===== src/rtl/core/spc_pkg.sv =====
// shared types for the semiprime classifier
// no dependencies
package spc_pkg;

    typedef enum logic [4:0] {
        S_IDLE = 5'b00001,
        S_CHK  = 5'b00010,
        S_DIV  = 5'b00100,
        S_EVAL = 5'b01000,
        S_DONE = 5'b10000
    } t_state;

    typedef struct packed {
        logic load;
        logic div_start;
        logic div_step;
        logic next_d;
        logic phase_b;
        logic out_wr;
        logic hit;
    } t_dp_cmd;

    typedef struct packed {
        logic sq_gt;
        logic div_last;
        logic rem_zero;
    } t_dp_sts;

endpackage


===== src/rtl/core/spc_if.sv =====
// request channel interfaces for the semiprime classifier
// depends on nothing
interface spc_in_if #(parameter int VALUE_BITS = 20);
    logic                  valid;
    logic                  ready;
    logic [VALUE_BITS-1:0] value;
    modport source (output valid, output value, input ready);
    modport sink   (input valid, input value, output ready);
endinterface

interface spc_out_if #(parameter int VALUE_BITS = 20, parameter int COUNT_BITS = 16);
    logic                  valid;
    logic                  ready;
    logic                  is_semiprime;
    logic [COUNT_BITS-1:0] semiprime_count;
    logic [VALUE_BITS-1:0] largest;
    logic [VALUE_BITS-1:0] smallest;
    modport source (output valid, output is_semiprime, output semiprime_count,
                    output largest, output smallest, input ready);
    modport sink   (input valid, input is_semiprime, input semiprime_count,
                    input largest, input smallest, output ready);
endinterface


===== src/rtl/core/semiprime_classifier_with_stats.sv =====
// semiprime classifier top level: one value in, flag plus running statistics out
// depends on spc_pkg, spc_in_if, spc_out_if, spc_ctrl, spc_datapath
// usage:
//   i_in carries one value per request, accepted when valid and ready are high.
//   o_out returns one result per request: the semiprime flag, the saturating
//   count of semiprimes so far, and the largest and smallest semiprime so far.
//   ready on i_in is high only while no value is being worked on.
//   the search tries divisors d = 2, 3, ... while d*d <= n; each trial is a
//   compare step, a bit-serial restoring division of the whole VALUE_BITS-bit
//   dividend and an evaluate step. after the smallest factor p is found, the
//   cofactor n/p is tested the same way starting from p. a value takes at most
//   about sqrt(2^VALUE_BITS) trials, all on the one shared divider.
//   a finished result sits in the output register; the next request is taken
//   while it waits, and its result is held back until the receiver takes it.
//   reset clears the control, the count and largest (0) and sets smallest to
//   all ones; no output is valid after reset.
module semiprime_classifier_with_stats #(
    parameter int VALUE_BITS = 20,
    parameter int COUNT_BITS = 16
) (
    input logic        i_clk,
    input logic        i_rst_n,
    spc_in_if.sink     i_in,
    spc_out_if.source  o_out
);
    spc_pkg::t_dp_cmd cmd;
    spc_pkg::t_dp_sts sts;

    spc_ctrl u_ctrl (
        .i_clk       (i_clk),
        .i_rst_n     (i_rst_n),
        .i_in_valid  (i_in.valid),
        .o_in_ready  (i_in.ready),
        .o_out_valid (o_out.valid),
        .i_out_ready (o_out.ready),
        .i_sts       (sts),
        .o_cmd       (cmd)
    );

    spc_datapath #(
        .VALUE_BITS (VALUE_BITS),
        .COUNT_BITS (COUNT_BITS)
    ) u_dp (
        .i_clk             (i_clk),
        .i_rst_n           (i_rst_n),
        .i_cmd             (cmd),
        .o_sts             (sts),
        .i_value           (i_in.value),
        .o_is_semiprime    (o_out.is_semiprime),
        .o_semiprime_count (o_out.semiprime_count),
        .o_largest         (o_out.largest),
        .o_smallest        (o_out.smallest)
    );
endmodule


===== src/rtl/core/spc_datapath.sv =====
// trial-division datapath, running statistics and result register
// depends on spc_pkg
module spc_datapath #(
    parameter int VALUE_BITS = 20,
    parameter int COUNT_BITS = 16
) (
    input  logic                  i_clk,
    input  logic                  i_rst_n,
    input  spc_pkg::t_dp_cmd      i_cmd,
    output spc_pkg::t_dp_sts      o_sts,
    input  logic [VALUE_BITS-1:0] i_value,
    output logic                  o_is_semiprime,
    output logic [COUNT_BITS-1:0] o_semiprime_count,
    output logic [VALUE_BITS-1:0] o_largest,
    output logic [VALUE_BITS-1:0] o_smallest
);
    localparam int DW   = VALUE_BITS / 2 + 1;
    localparam int CNTW = $clog2(VALUE_BITS + 1);

    logic [VALUE_BITS-1:0] r_value;
    logic [VALUE_BITS-1:0] r_target;
    logic [DW-1:0]         r_d;
    logic [DW-1:0]         r_rem, n_rem;
    logic [VALUE_BITS-1:0] r_dvd, n_dvd;
    logic [CNTW-1:0]       r_cnt;
    logic [COUNT_BITS-1:0] r_count, n_count;
    logic [VALUE_BITS-1:0] r_large, n_large;
    logic [VALUE_BITS-1:0] r_small, n_small;
    logic                  r_o_hit;
    logic [COUNT_BITS-1:0] r_o_count;
    logic [VALUE_BITS-1:0] r_o_large;
    logic [VALUE_BITS-1:0] r_o_small;

    logic [2*DW-1:0] sq;
    logic [DW:0]     trial;
    logic [DW:0]     diff;
    logic            ge;

    assign sq    = r_d * r_d;
    assign trial = {r_rem, r_dvd[VALUE_BITS-1]};
    assign ge    = trial >= {1'b0, r_d};
    assign diff  = trial - {1'b0, r_d};
    assign n_rem = ge ? diff[DW-1:0] : trial[DW-1:0];
    assign n_dvd = {r_dvd[VALUE_BITS-2:0], ge};

    assign o_sts.sq_gt    = sq > {{(2*DW-VALUE_BITS){1'b0}}, r_target};
    assign o_sts.div_last = r_cnt == CNTW'(VALUE_BITS - 1);
    assign o_sts.rem_zero = r_rem == '0;

    always_ff @(posedge i_clk) begin
        if (i_cmd.load) begin
            r_value  <= i_value;
            r_target <= i_value;
            r_d      <= DW'(2);
        end else begin
            if (i_cmd.phase_b) r_target <= r_dvd;
            if (i_cmd.next_d)  r_d      <= r_d + DW'(1);
        end
        if (i_cmd.div_start) begin
            r_rem <= '0;
            r_dvd <= r_target;
            r_cnt <= '0;
        end else if (i_cmd.div_step) begin
            r_rem <= n_rem;
            r_dvd <= n_dvd;
            r_cnt <= r_cnt + CNTW'(1);
        end
    end

    // running statistics
    always_comb begin
        n_count = r_count;
        n_large = r_large;
        n_small = r_small;
        if (i_cmd.hit) begin
            if (r_count != '1)      n_count = r_count + COUNT_BITS'(1);
            if (r_value > r_large)  n_large = r_value;
            if (r_value < r_small)  n_small = r_value;
        end
    end

    always_ff @(posedge i_clk) begin
        if (!i_rst_n) begin
            r_count <= '0;
            r_large <= '0;
            r_small <= '1;
        end else if (i_cmd.out_wr) begin
            r_count <= n_count;
            r_large <= n_large;
            r_small <= n_small;
        end
    end

    always_ff @(posedge i_clk) begin
        if (i_cmd.out_wr) begin
            r_o_hit   <= i_cmd.hit;
            r_o_count <= n_count;
            r_o_large <= n_large;
            r_o_small <= n_small;
        end
    end

    assign o_is_semiprime    = r_o_hit;
    assign o_semiprime_count = r_o_count;
    assign o_largest         = r_o_large;
    assign o_smallest        = r_o_small;
endmodule


===== src/rtl/core/spc_ctrl.sv =====
// sequencer for the trial-division search and result handoff
// depends on spc_pkg
module spc_ctrl (
    input  logic             i_clk,
    input  logic             i_rst_n,
    input  logic             i_in_valid,
    output logic             o_in_ready,
    output logic             o_out_valid,
    input  logic             i_out_ready,
    input  spc_pkg::t_dp_sts i_sts,
    output spc_pkg::t_dp_cmd o_cmd
);
    spc_pkg::t_state r_state, n_state;
    logic r_phase_b, n_phase_b;
    logic r_hit, n_hit;
    logic r_out_valid;

    always_comb begin
        n_state    = r_state;
        n_phase_b  = r_phase_b;
        n_hit      = r_hit;
        o_cmd      = '0;
        o_in_ready = 1'b0;
        case (r_state)
            spc_pkg::S_IDLE: begin
                o_in_ready = 1'b1;
                if (i_in_valid) begin
                    o_cmd.load = 1'b1;
                    n_phase_b  = 1'b0;
                    n_state    = spc_pkg::S_CHK;
                end
            end
            spc_pkg::S_CHK: begin
                if (i_sts.sq_gt) begin
                    // no divisor left: prime cofactor in phase b, no factor in phase a
                    n_hit   = r_phase_b;
                    n_state = spc_pkg::S_DONE;
                end else begin
                    o_cmd.div_start = 1'b1;
                    n_state         = spc_pkg::S_DIV;
                end
            end
            spc_pkg::S_DIV: begin
                o_cmd.div_step = 1'b1;
                if (i_sts.div_last) n_state = spc_pkg::S_EVAL;
            end
            spc_pkg::S_EVAL: begin
                if (i_sts.rem_zero) begin
                    if (r_phase_b) begin
                        n_hit   = 1'b0;
                        n_state = spc_pkg::S_DONE;
                    end else begin
                        o_cmd.phase_b = 1'b1;
                        n_phase_b     = 1'b1;
                        n_state       = spc_pkg::S_CHK;
                    end
                end else begin
                    o_cmd.next_d = 1'b1;
                    n_state      = spc_pkg::S_CHK;
                end
            end
            spc_pkg::S_DONE: begin
                if (!r_out_valid || i_out_ready) begin
                    o_cmd.out_wr = 1'b1;
                    o_cmd.hit    = r_hit;
                    n_state      = spc_pkg::S_IDLE;
                end
            end
            default: n_state = spc_pkg::S_IDLE;
        endcase
    end

    always_ff @(posedge i_clk) begin
        if (!i_rst_n) begin
            r_state     <= spc_pkg::S_IDLE;
            r_phase_b   <= 1'b0;
            r_hit       <= 1'b0;
            r_out_valid <= 1'b0;
        end else begin
            r_state   <= n_state;
            r_phase_b <= n_phase_b;
            r_hit     <= n_hit;
            if (o_cmd.out_wr)    r_out_valid <= 1'b1;
            else if (i_out_ready) r_out_valid <= 1'b0;
        end
    end

    assign o_out_valid = r_out_valid;
endmodule


===== src/flat_wrapper.sv =====
// flat-port wrapper written by rule: the top's interface ports become plain ports
module semiprime_classifier_with_stats_flat 
#(
    parameter int VALUE_BITS = 20,
    parameter int COUNT_BITS = 16
)
  (i_clk, i_rst_n, i_in_valid, i_in_value, i_in_ready, o_out_valid, o_out_is_semiprime, o_out_semiprime_count, o_out_largest, o_out_smallest, o_out_ready);
  spc_in_if #(.VALUE_BITS(VALUE_BITS)) i_in_i ();
  spc_out_if #(.VALUE_BITS(VALUE_BITS), .COUNT_BITS(COUNT_BITS)) o_out_i ();
  input logic i_clk;
  input logic i_rst_n;
  input wire logic [$bits(i_in_i.valid)-1:0] i_in_valid;
  input wire logic [$bits(i_in_i.value)-1:0] i_in_value;
  output wire logic [$bits(i_in_i.ready)-1:0] i_in_ready;
  output wire logic [$bits(o_out_i.valid)-1:0] o_out_valid;
  output wire logic [$bits(o_out_i.is_semiprime)-1:0] o_out_is_semiprime;
  output wire logic [$bits(o_out_i.semiprime_count)-1:0] o_out_semiprime_count;
  output wire logic [$bits(o_out_i.largest)-1:0] o_out_largest;
  output wire logic [$bits(o_out_i.smallest)-1:0] o_out_smallest;
  input wire logic [$bits(o_out_i.ready)-1:0] o_out_ready;
  assign i_in_i.valid = i_in_valid;
  assign i_in_i.value = i_in_value;
  assign i_in_ready = i_in_i.ready;
  assign o_out_valid = o_out_i.valid;
  assign o_out_is_semiprime = o_out_i.is_semiprime;
  assign o_out_semiprime_count = o_out_i.semiprime_count;
  assign o_out_largest = o_out_i.largest;
  assign o_out_smallest = o_out_i.smallest;
  assign o_out_i.ready = o_out_ready;
  semiprime_classifier_with_stats #(.VALUE_BITS(VALUE_BITS), .COUNT_BITS(COUNT_BITS)) u_core (.i_clk(i_clk), .i_rst_n(i_rst_n), .i_in(i_in_i), .o_out(o_out_i));
endmodule

===== config.mk =====
export PLATFORM = sky130hd
export DESIGN_NAME = semiprime_classifier_with_stats_flat
export DESIGN_NICKNAME = d
export VERILOG_FILES = /design/src/rtl/core/spc_pkg.sv /design/src/rtl/core/spc_if.sv /design/src/rtl/core/semiprime_classifier_with_stats.sv /design/src/rtl/core/spc_datapath.sv /design/src/rtl/core/spc_ctrl.sv /design/src/flat_wrapper.sv
export SDC_FILE = /design/constraint.sdc
export NUM_CORES = 1
export LEC_CHECK = 0
export BUFFER_PORTS_ARGS = -buffer_cell sky130_fd_sc_hd__buf_2
export CORE_AREA = 2 2 235 121
export DETAILED_ROUTE_END_ITERATION = 6
export DIE_AREA = 0 0 237 123
export GPL_ROUTABILITY_DRIVEN = 0
export PLACE_DENSITY = 0.65
export SYNTH_ARGS = -nofsm -noshare
export SYNTH_HDL_FRONTEND = slang
export SYNTH_SLANG_ARGS = --single-unit

===== constraint.sdc =====
create_clock -name i_clk -period 10.6 [get_ports i_clk]
set_input_delay 1.06 -clock i_clk [delete_from_list [all_inputs] [get_ports i_clk]]
set_output_delay 1.06 -clock i_clk [all_outputs]
set_load 0.005 [all_outputs]

# == After elaboration in Yosys (flattened, before gate mapping) ==
# Cells that the tools add are included.
# word_totals
in_bits,24
out_inout_bits,59
reg_bits,208
# op_classes
n_eq_ne,13
reduce_logical,11
mul,1
mux,39
magnitude_cmp,4
addsub,4
# op_table
operator,n
$mux 20,8
$mux 16,2
$mux 5,6
$pmux 5 s5,1
$gt 22x20->1,1
$mul 11x11->22,1
$gt 20x20->1,1
$lt 20x20->1,1
$add 16x1->16 const B,1
$mux 1,16
$ne 16x16->1 const B,1
$ge 12x11->1,1
$add 11x1->11 const B,1
$logic_not 11->1,1
$mux 11,1
$sub 11x11->11,1
$eq 5x5->1 const B,2
$reduce_bool 2->1,5
$mux 2,3
$ne 2x1->1 const B,3
$ne 2x2->1 const B,3
$reduce_and 3->1,2
$add 5x1->5 const B,1
$eq 5x1->1 const B,1
other kinds (7),8

# == Depth between registers and ports, before layout ==
# depth
word_depth,5
ltp_mapped,28

# == By module ==
# Synthesis repeated with hierarchy kept, for this count alone.
# unflattened
cells_unflattened,1367
area_unflattened_um2,13970.9
# modules_own_cells
module,cells_each,area_each_um2,n_inst
spc_datapath,1305,13469.2,1
spc_ctrl,62,501.7,1

# == Least setup slack after synthesis ==
# Ideal clock, no wire load.
# synth_path
path_kind,flip-flop to flip-flop
from,reg u_core.u_dp.r_d[0]
to,"reg u_core.u_dp.r_dvd[0], enable pin"
path_buffers,2
arrival_time_ps,7250
path_slack_ps,2974
setup_time_ps,377
stages_incl_launch_ff,29
period_less_slack_ps,7626
cell_sequence,dfxtp_1 clkbuf_1 inv_1 nor2_1 inv_1 fa_1 fa_1 inv_1 fa_1 fa_1 inv_1 fa_1 inv_1 ha_1 a21oi_1 o21ai_0 a221o_1 a21oi_1 o21ai_0 a31oi_1 xnor2_1 ha_1 a211oi_1 o41ai_1 a211oi_1 o21ai_0 or4_4 buf_6 nand2_1
# synth_via
elab_chain_len,5
# synth_rtl
item,line_no,source
"start, declared",spc_datapath.sv:22,logic [DW-1:0] r_d;
"start signal, assigned",spc_datapath.sv:57,if (i_cmd.next_d) r_d <= r_d + DW'(1);
$mul 11x11->22,spc_datapath.sv:39,assign sq = r_d * r_d;
$gt 22x20->1,spc_datapath.sv:46,"assign o_sts.sq_gt = sq > {{(2*DW-VALUE_BITS){1'b0}}, r_target};"
$mux 1,spc_ctrl.sv:34,if (i_sts.sq_gt) begin
$mux 1,spc_ctrl.sv:24,case (r_state)
$reduce_bool 2->1 (no source line),-,
"end signal, assigned",spc_datapath.sv:61,r_dvd <= r_target;
"end signal, assigned",spc_datapath.sv:65,r_dvd <= n_dvd;
"end, declared",spc_datapath.sv:24,"logic [VALUE_BITS-1:0] r_dvd, n_dvd;"
# No other way between the ends.
# A chain may end at the register's enable or synchronous reset.

# == Worst setup path after layout ==
# layout_path
from,reg u_core.u_dp.r_d[2]
to,"reg u_core.u_dp.r_dvd[4], enable pin"
# The elaborated chain is that of the path after synthesis.

==> impl_metrics.yaml <==
outcome:
  status: "finished, final reports clean"
timing:
  period_needed_ns: 8.84
  period_share: 0.834
  drv_slew: 0
  hold_violations: 0
  rsz0062_at_grt: "no"
  setup_tns_ns: 0
  final-setup-viol-count: 0
  whs_ns: 0.484
  max-slew-margin-rel: 0.187
  fin_worst_skew_ns: 0.0158
  timing.fmax_ghz: 0.113
  tightestPinTransition_ns: 1.22
clock_tree:
  htree_levels: 1
  cts_tree: "built"
  cts_resized: 0
  root_buffer: "clkbuf_16"
  hold_buffers: 0
  cts.sinks: 208
  post-cts-setup-buffers: 0
  cts_buffer_depth: 3
  clk_latency_ns: 0.52
  clk_pin_slew_ns: 0.07
  cts_buffers: 20
detailed_routing:
  top_layer_used: "met4"
  wl_met1_um: 17400
  drtAntennaViolNets: 0
  routed-wl-met3_um: 4070
  drt-total-wl_um: 33900
  drc: 0
  wl_per_cell_um: 19.0
  num_vias: 10100
  wl_met2_um: 11900
  via_per_inst: 5.66
  drt_pass1_iterations: 6
  drtIter0Drc: 1040
floorplan:
  die_w_um: 237
  start_util: 0.495
  rows: 43
  ioPinCount: 83
  core_region_area_um2: 27200
  dieArea_um2: 29200
  die_h_um: 123
global_routing:
  grt_pass1_vias: 9378
  grt_pass1_wl_um: 53100
  antenna_found_initial: 0
  grt_max_degree: 58
  grt-ovfl-total: 0
  gr-usage-all-layers: 0.237
yosys:
  synth-edff-count: 117
  ys_types: 66
  netlist_instances: 1338
  synth_top_area_cell: "edfxtp_1"
  synth_area_leaders: "edfxtp_1 26%, dfxtp_1 14%, ha_1 12%"
  synth_area_um2: 13400
  yosysWarnings: 0
  yosys.area_share.simple: 0.128
  synth_top_family_by_area: "adder cells"
  synthMuxAreaShare: 0.0331
  synth_nets: 1555
  synth_xor_area_frac: 0.0306
  netlist.area_leader.share: 0.261
  yosysSeqAreaShare: 0.397
  synth_compound_area_frac: 0.129
  ys.flop_type: "edfxtp_1"
  syn_avg_cell_area_um2: 10.0
  yosys_register_bits: 208
  synthAdderAreaFrac: 0.218
  async_flop_share: 0
setup_path:
  startpoint: "u_core.u_dp.r_d[2]"
  timing.rr.start: "u_core.u_dp.r_d[2]"
  cp-start-kind: "flop"
  cpMaxStageDelayCell: "nand2_1"
  worstSetupPathType: "reg -> reg"
  cpMostUsedCell: "fa_1"
  worstSetupEndpointType: "flop"
  arrival_ns: 8.96
  crit_chain: "clkinv_1 -> nor2_1 -> fa_1 -> fa_1 -> fa_1 -> fa_1 -> inv_1 -> fa_1 -> inv_1 -> ha_1 -> nand2_1 -> o21ai_0 -> a221o_1 -> a21oi_1 -> o21ai_0 -> a31oi_1 -> xnor2_1 -> ha_1 -> a211oi_1 -> o41ai_1 -> a211oi_1 -> o21ai_0 -> or4_4 -> nand2_1"
  cp.required_ns: 10.73
  crit_path_max_fanout: 20
  critical_path.max_stage_delay_ns: 0.77
placement:
  place_area_um2: 14200
  placement.io_buffers: 82
  dp_hpwl_um: 26600
final_layout:
  final-seq-area_um2: 5340
  fill_cells: 2361
  finalNetCount: 1626
  antenna_cells: 0
  design_area_um2: 14900
  syn_to_final_growth_pct: 10.8
  multi_input_area_um2: 7280
  drive_above_1_share: 0.115
power:
  power.total_w: 0.00202
  p_per_area_nw_per_um2: 135
  p_leak_nw: 6.77
  peakVddDrop_uv: 132
min_path:
  hold_path.class: "reg -> reg"
  min-delay-start: "u_core.u_dp.r_cnt[1]"
job:
  maxCapViolations: 0
[stage by stage]
step / instances / worst slack (ns) / utilization
3_5_place_dp: 1747 / 1.95 / 0.524
3_3_place_gp: 1747 / 2.24 / 0.524
6_report: 1783 / 1.76 / 0.548
5_1_grt: 1783 / 1.29 / 0.548
2_1_floorplan: 1338 / 2.97 / -
4_1_cts: 1783 / 1.88 / 0.548
[synth_stat cells, types with 3 or more instances]
master / count
inv_1: 175
nand2_1: 148
ha_1: 125
edfxtp_1: 117
dfxtp_1: 91
nor2_1: 74
fa_1: 68
o21ai_0: 64
a21oi_1: 53
nand3_1: 43
o211ai_1: 41
clkbuf_1: 40
xnor2_1: 33
a21o_1: 29
and2_1: 18
mux2_4: 17
nand4_1: 17
xor2_1: 14
mux2i_1: 11
o21a_1: 11
nor3_1: 10
or3_1: 10
a31oi_1: 9
o22ai_1: 9
a211oi_1: 8
nor4_1: 8
and3_1: 7
nor2b_1: 7
mux2_2: 6
nand2b_1: 6
o31ai_1: 6
and4_1: 5
clkinv_1: 5
o21bai_1: 5
a221o_1: 4
buf_2: 3
nand3b_1: 3
[state kept, by name (all words and copies together), names as in the netlist]
| signal | cells |
|---|---|
| u_core.u_dp.r_rem | 11 |
| u_core.u_dp.o_is_semiprime | 1 |
| u_core.u_dp.o_smallest | 20 |
| u_core.u_ctrl.r_hit | 1 |
| u_core.u_dp.r_value | 20 |
| u_core.u_dp.o_semiprime_count | 16 |
| u_core.u_dp.o_largest | 20 |
| u_core.u_dp.r_dvd | 20 |
| u_core.u_dp.r_large | 20 |
| u_core.u_ctrl.r_state | 5 |
| u_core.u_ctrl.r_phase_b | 1 |
| u_core.u_dp.r_cnt | 5 |
| u_core.u_dp.r_target | 20 |
| u_core.u_dp.r_d | 11 |
| u_core.u_ctrl.o_out_valid | 1 |
| u_core.u_dp.r_count | 16 |
| u_core.u_dp.r_small | 20 |
[layer usage]
metal  vias up  GRT usage
li1       4784          -
met1      4852      0.387
met2       412      0.284
met3        39     0.0880
met4         0     0.0419
met5         -          0
[cells in the final DEF (no fill, tap or decap), types with 5 or more instances in the layout]
| master | n |
|---|---|
| o31ai_1 | 5 |
| dfxtp_1 | 91 |
| nand2b_1 | 6 |
| and4_1 | 5 |
| inv_1 | 174 |
| o21ai_0 | 63 |
| ha_1 | 125 |
| a21o_1 | 29 |
| nand4_1 | 17 |
| buf_2 | 82 |
| and2_1 | 18 |
| a211oi_1 | 8 |
| or3_1 | 10 |
| mux2i_1 | 11 |
| a21oi_1 | 53 |
| and3_1 | 7 |
| edfxtp_1 | 117 |
| clkinv_1 | 6 |
| a31oi_1 | 8 |
| o21bai_1 | 5 |
| mux2_2 | 6 |
| clkbuf_16 | 21 |
| nor2_1 | 73 |
| nand2_1 | 148 |
| clkbuf_1 | 7 |
| xor2_1 | 14 |
| nor3_1 | 8 |
| o21a_1 | 11 |
| nor4_1 | 8 |
| nand3_1 | 43 |
| buf_4 | 12 |
| xnor2_1 | 33 |
| o22ai_1 | 9 |
| nor2b_1 | 7 |
| o211ai_1 | 41 |
| mux2_4 | 17 |
| fa_1 | 68 |
[kinds of logic (layout without fill, tap and decap cells)]
family	count (synthesis)	in the layout
buffers and inverters	225	310
AO/OA/AOI/OAI	263	263
adder cells (fa/ha/maj)	193	193
AND/OR/NAND/NOR	367	367
flip-flops	208	208
multiplexers	35	35
XOR/XNOR	47	47
[final timing paths]
kind	cells past startpoint	slack, ns	to
setup reg to reg	24	1.76	u_core.u_dp.r_dvd[4]
hold / removal	2	0.48	u_core.u_dp.r_cnt[1]
setup / recovery	24	1.76	u_core.u_dp.r_dvd[4]
hold reg to reg	2	0.48	u_core.u_dp.r_cnt[1]
[where the power goes]
group / total (W) / switching [W] / internal (W)
registers: 0.000950 / 0.0000413 / 0.000909
clock network: 0.000734 / 0.000318 / 0.000417
logic: 0.000332 / 0.000202 / 0.000130
[worst max-delay path: cells and delay by family, from the launching register on]
kind / cells / cell delay, ns
AOI/OAI and AO/OA: 9 / 1.91
buffers and inverters: 3 / 0.54
DFF: 1 / 0.62
and+or+nand+nor: 4 / 2.01
xor gates and xnor gates: 1 / 0.15
adders and majority gates: 7 / 3.19
[area by class of cell]
cell class                      instances  share of cell area
Multi-Input combinational cell        905               0.489
Sequential cell                       208               0.358
Inverter                              180              0.0454
Clock buffer                           28              0.0371
Timing Repair Buffer                   94              0.0336
Tap cell                              360              0.0302
Clock inverter                          8             0.00672
Note: power is estimated with default switching activity, not from simulation.
